**config.mk**
```make
export PLATFORM = sky130hd
export DESIGN_NAME = sbfl_front
export DESIGN_NICKNAME = d
export VERILOG_FILES = /design/src/rtl/sbfl_pkg.sv /design/src/rtl/sbfl_front.sv
export SDC_FILE = /design/constraint.sdc
export NUM_CORES = 1
export LEC_CHECK = 0
export ABC_CLOCK_PERIOD_IN_PS = 7200
export BUFFER_PORTS_ARGS = -buffer_cell sky130_fd_sc_hd__buf_2
export CAP_MARGIN = 10
export CORE_MARGIN = 2
export CORE_UTILIZATION = 30
export CTS_BUF_LIST = sky130_fd_sc_hd__clkbuf_8
export DETAILED_ROUTE_END_ITERATION = 10
export GPL_TIMING_DRIVEN = 0
export PLACE_DENSITY_LB_ADDON = 0.25
export SYNTH_ARGS = -nofsm -noshare
export SYNTH_HDL_FRONTEND = slang
export SYNTH_SLANG_ARGS = --single-unit
```
**constraint.sdc**
```tcl
create_clock -name clk -period 7.2 [get_ports clk]
set_input_delay 2.16 -clock clk [delete_from_list [all_inputs] [get_ports clk]]
set_output_delay 2.16 -clock clk [all_outputs]
set_load 0.01 [all_outputs]
```
**src/rtl/sbfl_pkg.sv**
```systemverilog
// Shared types and constants of the sharded buffer free-list allocator.
package sbfl_pkg;

  localparam int SIZE_W     = 21;
  localparam int COUNT_W    = 13;
  localparam int OFFSET_W   = 32;
  localparam int REQ_W      = 8;
  localparam int JOB_IDX_W  = 13;
  localparam int REG_IDX_W  = 1;
  localparam int QUEUE_DEPTH = 2;

  localparam logic [SIZE_W-1:0]  SIZE_RESET  = 21'd4096;
  localparam logic [COUNT_W-1:0] COUNT_RESET = 13'd4096;
  localparam logic [SIZE_W-1:0]  MIN_SIZE    = 21'd4;

  // command codes
  localparam logic CMD_REQUIRE = 1'b0;
  localparam logic CMD_RELEASE = 1'b1;

  // result status codes
  localparam logic [1:0] ST_OK    = 2'd0;
  localparam logic [1:0] ST_EMPTY = 2'd1;
  localparam logic [1:0] ST_BAD   = 2'd2;

  // register indexes
  localparam logic [REG_IDX_W-1:0] REG_SIZE  = 1'b0;
  localparam logic [REG_IDX_W-1:0] REG_COUNT = 1'b1;

  typedef struct packed {
    logic                cmd;
    logic [REQ_W-1:0]    requester;
    logic [OFFSET_W-1:0] release_offset;
  } in_word_t;

  typedef struct packed {
    logic [1:0]          status;
    logic [OFFSET_W-1:0] granted_offset;
  } out_word_t;

  // classified command handed from front to back
  typedef struct packed {
    logic                 cmd;
    logic                 bad;
    logic [REQ_W-1:0]     requester;
    logic [JOB_IDX_W-1:0] idx;
  } job_t;

endpackage

```
**src/rtl/sbfl_front.sv**
```systemverilog
// Front end: takes input words, divides release offsets, emits classified jobs.
module sbfl_front #(
  parameter int CNT_W = 13
) (
  input  logic                        clk,
  input  logic                        rst,
  input  logic                        take,
  input  sbfl_pkg::in_word_t          item,
  input  logic [sbfl_pkg::SIZE_W-1:0] esize,
  input  logic [CNT_W-1:0]            ecount,
  output logic                        busy,
  output sbfl_pkg::job_t              job,
  output logic                        job_push,
  input  logic                        job_full
);
  typedef enum logic [2:0] {
    F_IDLE = 3'b001,
    F_DIV  = 3'b010,
    F_EMIT = 3'b100
  } fstate_t;

  fstate_t                             state;
  logic                                cmd;
  logic [sbfl_pkg::REQ_W-1:0]          req;
  logic [sbfl_pkg::OFFSET_W-1:0]       quo;
  logic [sbfl_pkg::SIZE_W-1:0]         rem;
  logic [4:0]                          cnt;
  logic [sbfl_pkg::SIZE_W:0]           trial;
  logic                                ge;

  // one restoring division step
  assign trial = {rem, quo[sbfl_pkg::OFFSET_W-1]};
  assign ge    = (trial >= {1'b0, esize});

  assign busy     = (state != F_IDLE);
  assign job_push = (state == F_EMIT) && !job_full;

  always_comb begin
    job.cmd       = cmd;
    job.requester = req;
    job.idx       = quo[sbfl_pkg::JOB_IDX_W-1:0];
    job.bad       = (cmd == sbfl_pkg::CMD_RELEASE) &&
                    ((rem != '0) || (quo >= sbfl_pkg::OFFSET_W'(ecount)));
  end

  always_ff @(posedge clk) begin
    if (rst) begin
      state <= F_IDLE;
    end else begin
      unique case (state)
        F_IDLE: begin
          if (take) begin
            cmd   <= item.cmd;
            req   <= item.requester;
            quo   <= item.release_offset;
            rem   <= '0;
            cnt   <= '0;
            state <= (item.cmd == sbfl_pkg::CMD_RELEASE) ? F_DIV : F_EMIT;
          end
        end
        F_DIV: begin
          rem   <= ge ? sbfl_pkg::SIZE_W'(trial - {1'b0, esize})
                      : trial[sbfl_pkg::SIZE_W-1:0];
          quo   <= {quo[sbfl_pkg::OFFSET_W-2:0], ge};
          cnt   <= cnt + 5'd1;
          if (cnt == 5'd31) begin
            state <= F_EMIT;
          end
        end
        F_EMIT: begin
          if (!job_full) begin
            state <= F_IDLE;
          end
        end
        default: state <= F_IDLE;
      endcase
    end
  end

endmodule

```
==> results.json <==
{
  "finalSetupViolCount": 0,
  "crit_cells": 10,
  "clk_pin_slew_ns": 0.08,
  "via_per_inst": 4.66,
  "detail-route-antenna-nets": 0,
  "syn2layout_area_growth_pct": 21.0,
  "finalHoldViolCount": 0,
  "cts_root_buf": "clkbuf_8",
  "reg2reg_to": "rem[19]",
  "avgSynthCellArea_um2": 9.37,
  "hp-start": "quo[20]",
  "place_inst": 831,
  "slew_viol_final": 0,
  "grt_pass1_vias": 3927,
  "clockPowerShare_pct": 30.0,
  "clkSinkCount": 70,
  "p_sw_mw": 0.329,
  "cp-start-kind": "input pin",
  "critical-path-max-stage-delay_ns": 0.30,
  "seq_area_frac_synth_pct": 43.3,
  "irDropWorstVdd_uv": 80.6,
  "yosys_warnings": 0,
  "cp_slowest_cell": "a221oi_1",
  "synth_area_mm2": 0.00479,
  "powerDensity_mw_per_mm2": 190,
  "multi_input_area_mm2": 0.00234,
  "path_cells": "buf_2, ha_1, nand2b_1, a21o_1, a21o_1, a21oi_1, o21ai_0, a221oi_1, o21ai_0, buf_2",
  "startpoint": "ecount[0]",
  "clock_latency_ns": 0.38,
  "worst_pin_slew_ns": 0.865,
  "seqCellArea_mm2": 0.00207,
  "power_mw": 1.10,
  "layout-drive-gt1-share_pct": 25.5,
  "synthesis.instances": 511,
  "initial_core_util_pct": 30.5,
  "grt.total_usage_pct": 14.8,
  "globalplace.congestion": 0.884,
  "drc_errors": 0,
  "cp-endpoint": "job[21]",
  "setup_tns_ns": 0,
  "run_status": "finished, final reports clean",
  "cp_num_buf_inv": 2,
  "fmax_mhz": 165,
  "cts_hold_buf": 0,
  "period_minus_slack_ns": 6.06,
  "fin_nets": 742,
  "crit_arrival_ns": 3.90,
  "dp_hpwl_um": 9310,
  "fin_worst_skew_ns": 0.00962,
  "diodes": 0,
  "synth-seq-cells": 70,
  "r2r-start": "quo[31]",
  "async_flop_share_pct": 0,
  "crit_family": "compound AO/OA/AOI/OAI gates",
  "end_kind": "primary output",
  "n_fill_cell": 1663,
  "relSlewSlack_pct": 42.2,
  "clockBufferDepth": 2,
  "io_pins": 104,
  "critPathKind": "in -> out",
  "fin_crit_sh_pct": 84.2,
  "synth-edff-count": 67,
  "cts-htree-levels": 3,
  "grt_max_degree": 32,
  "grt_pass1_wl_um": 19200,
  "cts_setup_buffers": 0,
  "rsz0062_at_grt": "no",
  "layout.cells.non_filler": 847,
  "worstPathRequired_ns": 5.04,
  "first_pass_iters": 4,
  "p_int_mw": 0.770,
  "r2r_setup_slack_ns": 4.38,
  "die_area_mm2": 0.0170,
  "r2r.worst_path.cells": 11,
  "mappedNetlistNets": 627,
  "core_area_mm2": 0.0157,
  "cts_buffers": 9,
  "first_iter_violations": 241,
  "drv_cap": 0,
  "die_y_um": 130,
  "synthFlopType": "edfxtp_1",
  "grt_overflow": 0,
  "wire_per_inst_um": 14.2,
  "fp-row-count": 46,
  "cts_resized": 0,
  "die_x_um": 130,
  "cts_tree": "yes",
  "totalWireLength_um": 12100,
  "antenna_found_initial": 0,
  "hp-class": "reg -> reg",
  "p_sw_share_pct": 29.9,
  "sequentialPowerShare_pct": 45.9,
  "power_leakage_nw": 2.64,
  "worst-path-max-fanout": 1,
  "io_buffers": 103,
  "yosysUniqueCellTypes": 64,
  "power_frac_comb_pct": 24.1,
  "dr_total_vias": 3947
}
worst min-delay path by stage:
stage | slack (ns) | to | depth (start not counted)
6_report | 0.53 | quo[21] | 2
5_1_grt | 0.58 | quo[20] | 2
4_1_cts | 0.54 | quo[21] | 2
3_5_place_dp | 0.53 | quo[21] | 2
3_3_place_gp | 0.52 | quo[29] | 2
2_1_floorplan | 0.51 | quo[21] | 2
state kept, by name (all words and copies together) (netlist names):
signal and count:
cmd 1, cnt 5, quo 32, rem 21, req 8, state 3
cells in the mapped netlist (2+ instances only):
master    count  area share (%)
a211o_1       2            0.37
a211oi_1      7             1.1
a21o_1       13             2.0
a21oi_1      21             2.2
a21oi_2       2            0.37
and2_1        6            0.78
and3_1        2            0.26
and3_4        3            0.71
buf_4        16             2.5
buf_6         3            0.71
clkbuf_1     11            0.86
dfxtp_1       3             1.3
edfxtp_1     67              42
ha_1         36             9.4
inv_1        39             3.1
mux2i_1       9             1.9
nand2_1     117             9.2
nand2b_1      6            0.78
nand3_1      10             1.0
nand3b_1      2            0.31
nand4_1       4            0.52
nor2_1       34             2.7
nor3_1        5            0.52
nor3b_1       2            0.31
nor4_1        9             1.2
o211ai_1      2            0.31
o211ai_2      2            0.52
o21a_1        4            0.63
o21ai_0      20             2.1
o21ai_1       2            0.21
o21bai_1      2            0.31
or3b_2        2            0.37
xnor2_1      11             2.0
xor2_1        7             1.3
worst min-delay path, stage by stage (launching register included):
cell and delay [ns]:
edfxtp_1 0.34, nand2_1 0.05, nand2_1 0.05
power groups by stage:
stage / Clock (mW) / Sequential, mW / Combinational (mW)
2_1_floorplan: 0 / 0.510 / 0.187
3_3_place_gp: 0 / 0.516 / 0.259
3_5_place_dp: 0 / 0.513 / 0.267
4_1_cts: 0.341 / 0.504 / 0.268
5_1_grt: 0.352 / 0.507 / 0.300
6_report: 0.329 / 0.504 / 0.265
per-layer routing:
metal	up-vias	wire, um	track usage, %
met5	-	0	0
met3	12	619	2.62
li1	2012	-	-
met1	1806	5770	19.5
met4	0	259	6.96
met2	117	5410	23.9
placed cells by master, fill, tap and decap left out, types with 2 or more instances in the layout:
cell type	netlist	routed
nand2_1	117	117
buf_2	1	104
edfxtp_1	67	67
inv_1	39	42
ha_1	36	36
nor2_1	34	33
a21oi_1	21	21
o21ai_0	20	20
buf_4	16	16
a21o_1	13	13
clkbuf_1	11	11
xnor2_1	11	11
nand3_1	10	10
clkbuf_8	0	10
nor4_1	9	9
mux2i_1	9	9
a211oi_1	7	7
xor2_1	7	7
nand2b_1	6	6
and2_1	6	6
nor3_1	5	5
o21a_1	4	4
nand4_1	4	4
buf_6	3	3
and3_4	3	3
dfxtp_1	3	3
nor3b_1	2	2
or3b_2	2	2
o211ai_2	2	2
a21oi_2	2	2
o211ai_1	2	2
o21bai_1	2	2
nand3b_1	2	2
and3_1	2	2
a211o_1	2	2
o21ai_1	2	2
clkinvlp_4	0	2
cells by family (layout without fill, tap and decap cells):
logic type / count (synthesis) / after routing / synth area share (%)
AOI/OAI and AO/OA: 94 / 94 / 13.5
xor gates and xnor gates: 18 / 18 / 3.29
adders and majority gates: 37 / 37 / 9.83
buffers and inverters: 72 / 192 / 8.03
DFF: 70 / 70 / 43.3
muxes: 9 / 9 / 1.88
and+or+nand+nor: 211 / 211 / 20.2
cell type report:
| class | instances | area share, % |
|---|---|---|
| Buffer | 33 | 4.10 |
| Clock buffer | 10 | 2.38 |
| Clock inverter | 6 | 0.972 |
| Inverter | 39 | 2.53 |
| Multi-Input combinational cell | 369 | 40.3 |
| Sequential cell | 70 | 35.8 |
| Tap cell | 216 | 4.67 |
| Timing Repair Buffer | 104 | 9.24 |
metrics by stage:
step                setup WS, ns  instance area (um^2)  hold WS [ns]  utilization [%]
floorplan                   1.58                  4790         0.510                -
global placement           0.631                  5570         0.524             35.5
detailed placement          1.09                  5600         0.527             35.6
CTS                         1.08                  5790         0.544             36.9
global route               0.988                  5790         0.577             36.9
finish                      1.14                  5790         0.535             36.9
Power figures use the tool's default switching activity.
