$ cat src/rtl/sbfl_queue.sv
// Small word queue used between front and back and on the result side.
module sbfl_queue #(
  parameter type T = logic,
  parameter int DEPTH = 2
) (
  input  logic clk,
  input  logic rst,
  input  logic wr,
  input  T     wdata,
  output logic full,
  input  logic rd,
  output T     rdata,
  output logic empty
);
  localparam int AW = (DEPTH > 1) ? $clog2(DEPTH) : 1;
  localparam int CW = $clog2(DEPTH + 1);

  T               slots [DEPTH];
  logic [AW-1:0]  wp;
  logic [AW-1:0]  rp;
  logic [CW-1:0]  cnt;
  logic           do_wr;
  logic           do_rd;

  assign full  = (cnt == CW'(DEPTH));
  assign empty = (cnt == '0);
  assign rdata = slots[rp];
  assign do_wr = wr && !full;
  assign do_rd = rd && !empty;

  // storage
  always_ff @(posedge clk) begin
    if (do_wr) begin
      slots[wp] <= wdata;
    end
  end

  // pointers and count
  always_ff @(posedge clk) begin
    if (rst) begin
      wp  <= '0;
      rp  <= '0;
      cnt <= '0;
    end else begin
      if (do_wr) begin
        wp <= (wp == AW'(DEPTH - 1)) ? '0 : wp + AW'(1);
      end
      if (do_rd) begin
        rp <= (rp == AW'(DEPTH - 1)) ? '0 : rp + AW'(1);
      end
      if (do_wr && !do_rd) begin
        cnt <= cnt + CW'(1);
      end else if (do_rd && !do_wr) begin
        cnt <= cnt - CW'(1);
      end
    end
  end

endmodule

$ cat config.mk
export PLATFORM = sky130hd
export DESIGN_NAME = sbfl_queue
export DESIGN_NICKNAME = d
export VERILOG_FILES = /design/src/rtl/sbfl_queue.sv
export SDC_FILE = /design/constraint.sdc
export NUM_CORES = 1
export LEC_CHECK = 0
export BUFFER_PORTS_ARGS = -buffer_cell sky130_fd_sc_hd__buf_2
export CAP_MARGIN = 0
export CORE_AREA = 3 3 40 42
export CTS_BUF_LIST = sky130_fd_sc_hd__clkbuf_4 sky130_fd_sc_hd__clkbuf_8
export CTS_CLUSTER_DIAMETER = 150
export DETAILED_ROUTE_END_ITERATION = 12
export DIE_AREA = 0 0 43 45
export MAX_ROUTING_LAYER = met4
export PLACE_DENSITY = 0.42
export SLEW_MARGIN = 5
export SYNTH_ARGS = -nofsm -noshare
export SYNTH_HDL_FRONTEND = slang
export SYNTH_SLANG_ARGS = --single-unit
$ cat constraint.sdc
create_clock -name clk -period 1.75 [get_ports clk]
set_input_delay 0.35 -clock clk [delete_from_list [all_inputs] [get_ports clk]]
set_output_delay 0.35 -clock clk [all_outputs]
set_load 0.03 [all_outputs]
==> metrics.txt, run 1 <==
outcome finished, final reports clean; worst min-delay path class in2reg; final hold vios 0; Seq/Total Area, Yosys 55.4%; Least-Margin Pin Slew 349 ps; initial antenna violation count 0; mapped cell area 289 µm²; Synth Register Bits 7; TNS Setup 0 ps; Initial Util 22.5%; largest cells by area after synthesis dfxtp_1 35%, edfxtp_1 21%, xor2_1 9.1%; first-pass GRT wire length 952 µm; Worst-path clk slew 50 ps; Worst Skew 1.95 ps; sw frac 38.4%; Worst Setup End Kind register; Data required, critical path 1940 ps; die area 0.00194 mm²; post-layout net count 46; Synth cell types 12; share of cells above drive strength 1 33.3%; core box area 0.00128 mm²; Final Cycle Share 90.6%; H-tree depth 1; routed length per instance 10.1 µm; Placed Instance Area 343 µm²; Cell Rows 13; Routed WL 546 µm; synth warn 0; EDFF count, synth 2; Die Width 43 µm; sequential cell area 160 µm²; P_leak 0.170 nW; area grow syn2layout 29.0%; vias in the first global route 243; port buffer count 7; RSZ-0062 raised after global routing false; Setup-failing EPs final 0; min cycle time layout 1590 ps; Post-DRT Antenna Nets 0; initial DRC count 2; CTS Hold Bufs 0; Finished Cell Area 373 µm²; cells after synthesis 28; top_reg_cell synth dfxtp_1; clock share of power 24.1%; Avg Cell Area, Syn 10.3 µm²; area leader, netlist dfxtp_1; Root Buffer clkbuf_4; pins over their slew limit 0; Die Y 45 µm; Ports 8; Overflow after GRT 0; CP Launch Type register; Non-Filler Instances 54; Cells after DPL 50; crit path DAT 1770 ps; Logic pwr share 39.2%; # fillers 149; Clock Latency Late Sink 250 ps; router iterations before antenna repair 4; Final GP Congestion 0.754; aggregate global-route resource usage 7.41%; Num Clock Sinks 7; Multi-input gate area 121 µm²; top post-synthesis cells by count 5 x dfxtp_1, 5 x nor2_1, 3 x o21ai_0, 3 x xor2_1; Total Power 0.687 mW; pwr dens 1840 mW/mm²; worst vdd ir 0.552 mV; via count 241; CTS tree built; Psw 0.263 mW; number of antenna diodes 0; Post-Syn Nets 34; Internal 0.423 mW; Via density 4.46; Crit Path Class reg2reg; Resized Gates After CTS 0; Detailed Place HPWL 420 µm; Synth async-reset ratio 0%; final core occ 29.0%; achievable frequency 0.631 GHz; Max-slew headroom 76.5%; Synth top area share 34.6%; clock buffer depth 2; total clock buffers created by CTS 3; number of setup buffers added after CTS 0; Flop pwr share 36.7%; worst-path maximum fanout 5; # DRC 0; max cap viols 0; largest net degree at the start of global routing 6
-- placed cells by master (no fill, tap or decap) --
master / instances
or3_1: 2
inv_1: 2
clkbuf_4: 4
nor2_1: 5
dfxtp_1: 5
edfxtp_1: 2
and2_1: 1
mux2_2: 1
nor2b_2: 1
xor2_1: 3
a21oi_1: 2
ha_1: 1
buf_2: 7
o21ai_0: 3
-- metrics by stage --
step,setup WS (ps),hold WS [ps]
floorplan,101,419
global placement,259,468
detailed placement,166,480
CTS,157,281
global route,56.0,273
finish,164,290
-- routing by layer --
metal	vias up	track usage (%)	share of wire [%]
li1	117	-	-
met5	-	-	0
met1	116	6.85	41
met4	0	7.23	2.4
met2	6	10.8	51
met3	2	3.98	5.9
-- area by class of cell --
class                   instances  share of cell area [%]
well taps                      15                    5.03
repair buffers                  7                    9.40
clock buffers                   4                    8.05
flip-flops and latches          7                    43.0
inverters                       2                    2.01
multi-input cells              19                    32.6
-- critical path, cell delays in order (launching register included) --
cell     delay [ps]
dfxtp_1         360
o21ai_0         320
ha_1            330
or3_1           360
a21oi_1         150
-- final timing paths --
kind,start,to,slack (ps),cells past startpoint
min reg2reg,wp,wp,490,2
min,wdata,slots[0],290,1
max,cnt[0],cnt[1],160,4
max reg2reg,cnt[0],cnt[1],160,4
-- power groups by stage --
stage	Combinational, mW	Clock (mW)	Sequential, mW
6_report	0.269	0.166	0.252
5_1_grt	0.297	0.183	0.259
4_1_cts	0.271	0.174	0.251
3_5_place_dp	0.269	0	0.254
3_3_place_gp	0.258	0	0.250
2_1_floorplan	0.208	0	0.248
-- cells by family (layout without fill, tap and decap cells) --
group | after synthesis | after routing | share of synthesized area [%]
AOI/OAI and AO/OA | 5 | 5 | 8.66
and+or+nand+nor | 9 | 9 | 16.0
muxes | 1 | 1 | 3.90
DFF | 7 | 7 | 55.4
buffers and inverters | 2 | 13 | 2.60
xor gates and xnor gates | 3 | 3 | 9.09
adders and majority gates | 1 | 1 | 4.33
Note: power is estimated with default switching activity, not from simulation.
==> run 2: changes to the inputs <==
--- a/config.mk
+++ b/config.mk
@@ -12,7 +12,6 @@
 export CTS_CLUSTER_DIAMETER = 150
 export DETAILED_ROUTE_END_ITERATION = 12
 export DIE_AREA = 0 0 43 45
-export MAX_ROUTING_LAYER = met4
 export PLACE_DENSITY = 0.42
 export SLEW_MARGIN = 5
 export SYNTH_ARGS = -nofsm -noshare
==> run 2 against run 1 <==
Compared with the run above: sequential power barely moved; via count fell by 0.83%; clock power about the same; clock skew barely moved; flip-flop and latch count unchanged; highest routed layer unchanged.
==> metrics.txt, run 2 (synthesized netlist as in run 1, its figures left out) <==
final core occ 29.0%; worst-path maximum fanout 5; routed length per instance 9.85 µm; Hold Path Sink slots[0]; die area 0.00194 mm²; Post-DRT Antenna Nets 0; Crit Reg-Reg Endpoint cnt[1]; reg2reg path depth 4; Least-Margin Pin Slew 342 ps; Initial Util 22.5%; P_leak 0.170 nW; pwr dens 1840 mW/mm²; met3 Track Usage GR 3.98%; number of antenna diodes 0; Data required, critical path 1940 ps; Routed WL 532 µm; Ports 8; Buffers & Inverters on Critical Path 0; slowest stage delay, CP 360 ps; Detailed Place HPWL 420 µm; Flop pwr share 36.7%; max cap viols 0; cell breakdown of the critical path o21ai_0 > ha_1 > or3_1 > a21oi_1; initial DRC count 4; clock share of power 24.2%; Hold Path Cell Cnt 1; aggregate global-route resource usage 7.20%; Die Y 45 µm; core box area 0.00128 mm²; pins over their slew limit 0; total clock buffers created by CTS 3; router iterations before antenna repair 4; Cell Rows 13; critical hold path startpoint wdata; final hold vios 0; number of setup buffers added after CTS 0; Crit Path Class reg2reg; largest net degree at the start of global routing 6; Logic pwr share 39.1%; most common cell after layout, fill and taps aside buf_2; Internal 0.423 mW; GR Util met2 10.8%; achievable frequency 0.634 GHz; Non-Filler Instances 54; Num Clock Sinks 7; initial antenna violation count 0; Placed Instance Area 343 µm²; Psw 0.261 mW; most frequent cells in the layout 7 x buf_2, 5 x nor2_1, 5 x dfxtp_1; GRT Max-Usage Layer met2; worst min-delay path class in2reg; # DRC 0; CP max stage cell dfxtp_1; first-pass GRT wire length 952 µm; clock buffer depth 2; worst vdd ir 0.548 mV; Final Cycle Share 90.2%; Cells after DPL 50; Setup-failing EPs final 0; post-layout net count 46; Resized Gates After CTS 0; Max-slew headroom 77.0%; vias in the first global route 246; share of cells above drive strength 1 33.3%; # fillers 149; area grow syn2layout 29.0%; port buffer count 7; CP Launch Type register; Worst Setup End Kind register; Top delay family on crit path compound AO/OA/AOI/OAI gates; Overflow after GRT 0; TNS Setup 0 ps; Die Width 43 µm; Finished Cell Area 373 µm²; Worst-path clk slew 50 ps; CTS Hold Bufs 0; H-tree depth 1; min cycle time layout 1580 ps; Final GP Congestion 0.744; crit path DAT 1760 ps; Via density 4.43; Clock Latency Late Sink 250 ps; Crit Reg-Reg Startpoint cnt[0]; Worst Skew 1.81 ps; RSZ-0062 raised after global routing false; sw frac 38.2%; grt met1 use 6.85%; R2R Setup Slk 170 ps; CTS tree built; via count 239; Root Buffer clkbuf_4; outcome finished, final reports clean
## run 2: cell counts in the layout (fill, tap and decap cells not counted)
No cell type changed its count.
## run 2: cell type report
class,count,area [µm²],share of cell area [%]
Clock buffer,4,30.0,8.05
Inverter,2,7.51,2.01
Multi-Input combinational cell,19,121,32.6
Sequential cell,7,160,43.0
Tap cell,15,18.8,5.03
Timing Repair Buffer,7,35.0,9.40
## run 2: layer usage
metal	up-vias	wire [µm]	share of wire, %
met1	113	211	40
met3	2	40	7.5
met2	8	267	50
met4	0	13	2.4
li1	116	-	-
met5	-	0	0
## run 2: through the flow
stage	power [mW]	hold slack, ps	setup slack [ps]
after floorplan	0.456	419	101
after global placement	0.508	468	259
after detailed placement	0.523	480	166
after CTS	0.696	281	157
after global routing	0.739	273	56.0
final	0.685	291	172
## run 2: power groups by stage
stage               sequential, mW  combinational [mW]  clock (mW)
global route                 0.259               0.297       0.183
global placement             0.250               0.258           0
floorplan                    0.248               0.208           0
detailed placement           0.254               0.269           0
CTS                          0.251               0.271       0.174
finish                       0.251               0.268       0.166
## run 2: worst max-delay path by stage
| stage | cells past startpoint | slack [ps] | start | to |
|---|---|---|---|---|
| CTS | 4 | 160 | cnt[0] | cnt[1] |
| global placement | 4 | 260 | cnt[0] | cnt[1] |
| floorplan | 5 | 100 | cnt[1] | cnt[1] |
| detailed placement | 4 | 170 | cnt[0] | cnt[1] |
| finish | 4 | 170 | cnt[0] | cnt[1] |
| global route | 4 | 60 | cnt[0] | cnt[1] |
==> run 3: changes to the inputs <==
--- a/config.mk
+++ b/config.mk
@@ -5,7 +5,7 @@
 export SDC_FILE = /design/constraint.sdc
 export NUM_CORES = 1
 export LEC_CHECK = 0
-export BUFFER_PORTS_ARGS = -buffer_cell sky130_fd_sc_hd__buf_2
+export BUFFER_PORTS_ARGS = -buffer_cell sky130_fd_sc_hd__buf_4
 export CAP_MARGIN = 0
 export CORE_AREA = 3 3 40 42
 export CTS_BUF_LIST = sky130_fd_sc_hd__clkbuf_4 sky130_fd_sc_hd__clkbuf_8
==> run 3 against run 2 <==
Compared with the run above: global-route usage down 0.51 points; wire length up 1.1%; non-clock buffer count unchanged; setup slack better by 28 ps; critical endpoint unchanged.
==> metrics.txt, run 3 (synthesized netlist as in run 1, its figures left out) <==
outcome finished, final reports clean; die area 0.00194 mm²; port buffer count 7; # fillers 142; core box area 0.00128 mm²; pins over their slew limit 0; first-pass GRT wire length 938 µm; via count 233; Setup-failing EPs final 0; total clock buffers created by CTS 3; initial antenna violation count 0; Worst-path clk slew 60 ps; clock buffer depth 2; Die Y 45 µm; Total Power 0.707 mW; achievable frequency 0.645 GHz; initial DRC count 1; reg2reg path depth 4; Cell Rows 13; Crit Reg-Reg Endpoint cnt[1]; Die Width 43 µm; # DRC 0; TNS Setup 0 ps; Ports 8; vias in the first global route 232; worst vdd ir 0.491 mV; launch point of the worst path cnt[0]; Final Cycle Share 88.6%; min cycle time layout 1550 ps; H-tree depth 1; number of antenna diodes 0; Post-DRT Antenna Nets 0; router iterations before antenna repair 2; aggregate global-route resource usage 6.69%; Data required, critical path 1940 ps; Final GP Congestion 0.727; critical hold path startpoint wdata; CTS tree built; Worst Setup End Kind register; Num Clock Sinks 7; Routed WL 538 µm; max cap viols 0; Hold Path Cell Cnt 1; worst min-delay path class in2reg; dpl ws 193 ps; Resized Gates After CTS 0; CTS Hold Bufs 0; area grow syn2layout 35.1%; Crit Path Class reg2reg; pwr dens 1810 mW/mm²; Root Buffer clkbuf_4; RSZ-0062 raised after global routing false; most frequent cells in the layout 7 x buf_4, 5 x nor2_1, 5 x dfxtp_1; Crit Reg-Reg Startpoint cnt[0]; Least-Margin Pin Slew 301 ps; routed length per instance 9.96 µm; crit path DAT 1740 ps; P_leak 0.175 nW; Worst Skew 2.61 ps; PnR worst setup slack 200 ps; Overflow after GRT 0; Clock Latency Late Sink 260 ps; final hold vios 0; Detailed Place HPWL 414 µm; most common cell after layout, fill and taps aside buf_4; Via density 4.31; share of cells above drive strength 1 33.3%; worst-path maximum fanout 5; crit path to cnt[1]; R2R Setup Slk 200 ps; post-layout net count 46; largest net degree at the start of global routing 6; Initial Util 22.5%; CP Launch Type register; number of setup buffers added after CTS 0; Max-slew headroom 79.7%
## run 3: cell count changes in the layout (fill, tap and decap cells not counted)
cell   change
buf_4      +7
buf_2      -7
## run 3: worst min-delay path by stage
stage | end | slack [ps]
finish | slots[0] | 280
global route | slots[1] | 280
CTS | slots[0] | 280
detailed placement | wp | 470
global placement | wp | 470
floorplan | cnt[1] | 420
## run 3: stage by stage
stage / area [µm²] / util, % / hold WS, ps / cells
after floorplan: 289 / - / 419 / 28
after global placement: 360 / 28.0 / 466 / 50
after detailed placement: 360 / 28.0 / 474 / 50
after CTS: 390 / 30.4 / 277 / 54
after global routing: 390 / 30.4 / 278 / 54
final: 390 / 30.4 / 280 / 54
## run 3: final cells by class
class | count | area [µm²] | area share [%]
Inverter | 2 | 7.51 | 1.92
Timing Repair Buffer | 7 | 52.6 | 13.5
Tap cell | 15 | 18.8 | 4.81
Sequential cell | 7 | 160 | 41.0
Multi-Input combinational cell | 19 | 121 | 31.1
Clock buffer | 4 | 30.0 | 7.69
## run 3: worst max-delay path, stage by stage, from the launching register on
cell,delay (ps)
dfxtp_1,360
o21ai_0,290
ha_1,320
or3_1,360
a21oi_1,150
## run 3: power by group
| group | internal [mW] | leakage (nW) | switching (mW) |
|---|---|---|---|
| combinational | 0.124 | 0.0970 | 0.163 |
| clock | 0.103 | 0.0184 | 0.0656 |
| sequential | 0.217 | 0.0600 | 0.0340 |
| total | 0.444 | 0.175 | 0.263 |
## run 3: layer usage
layer	vias to the layer above	GRT usage, %	part of all wire, %
met4	0	5.42	2.6
met3	2	2.79	8.9
met5	-	0	0
li1	115	-	-
met2	6	10.5	50
met1	110	7.07	39
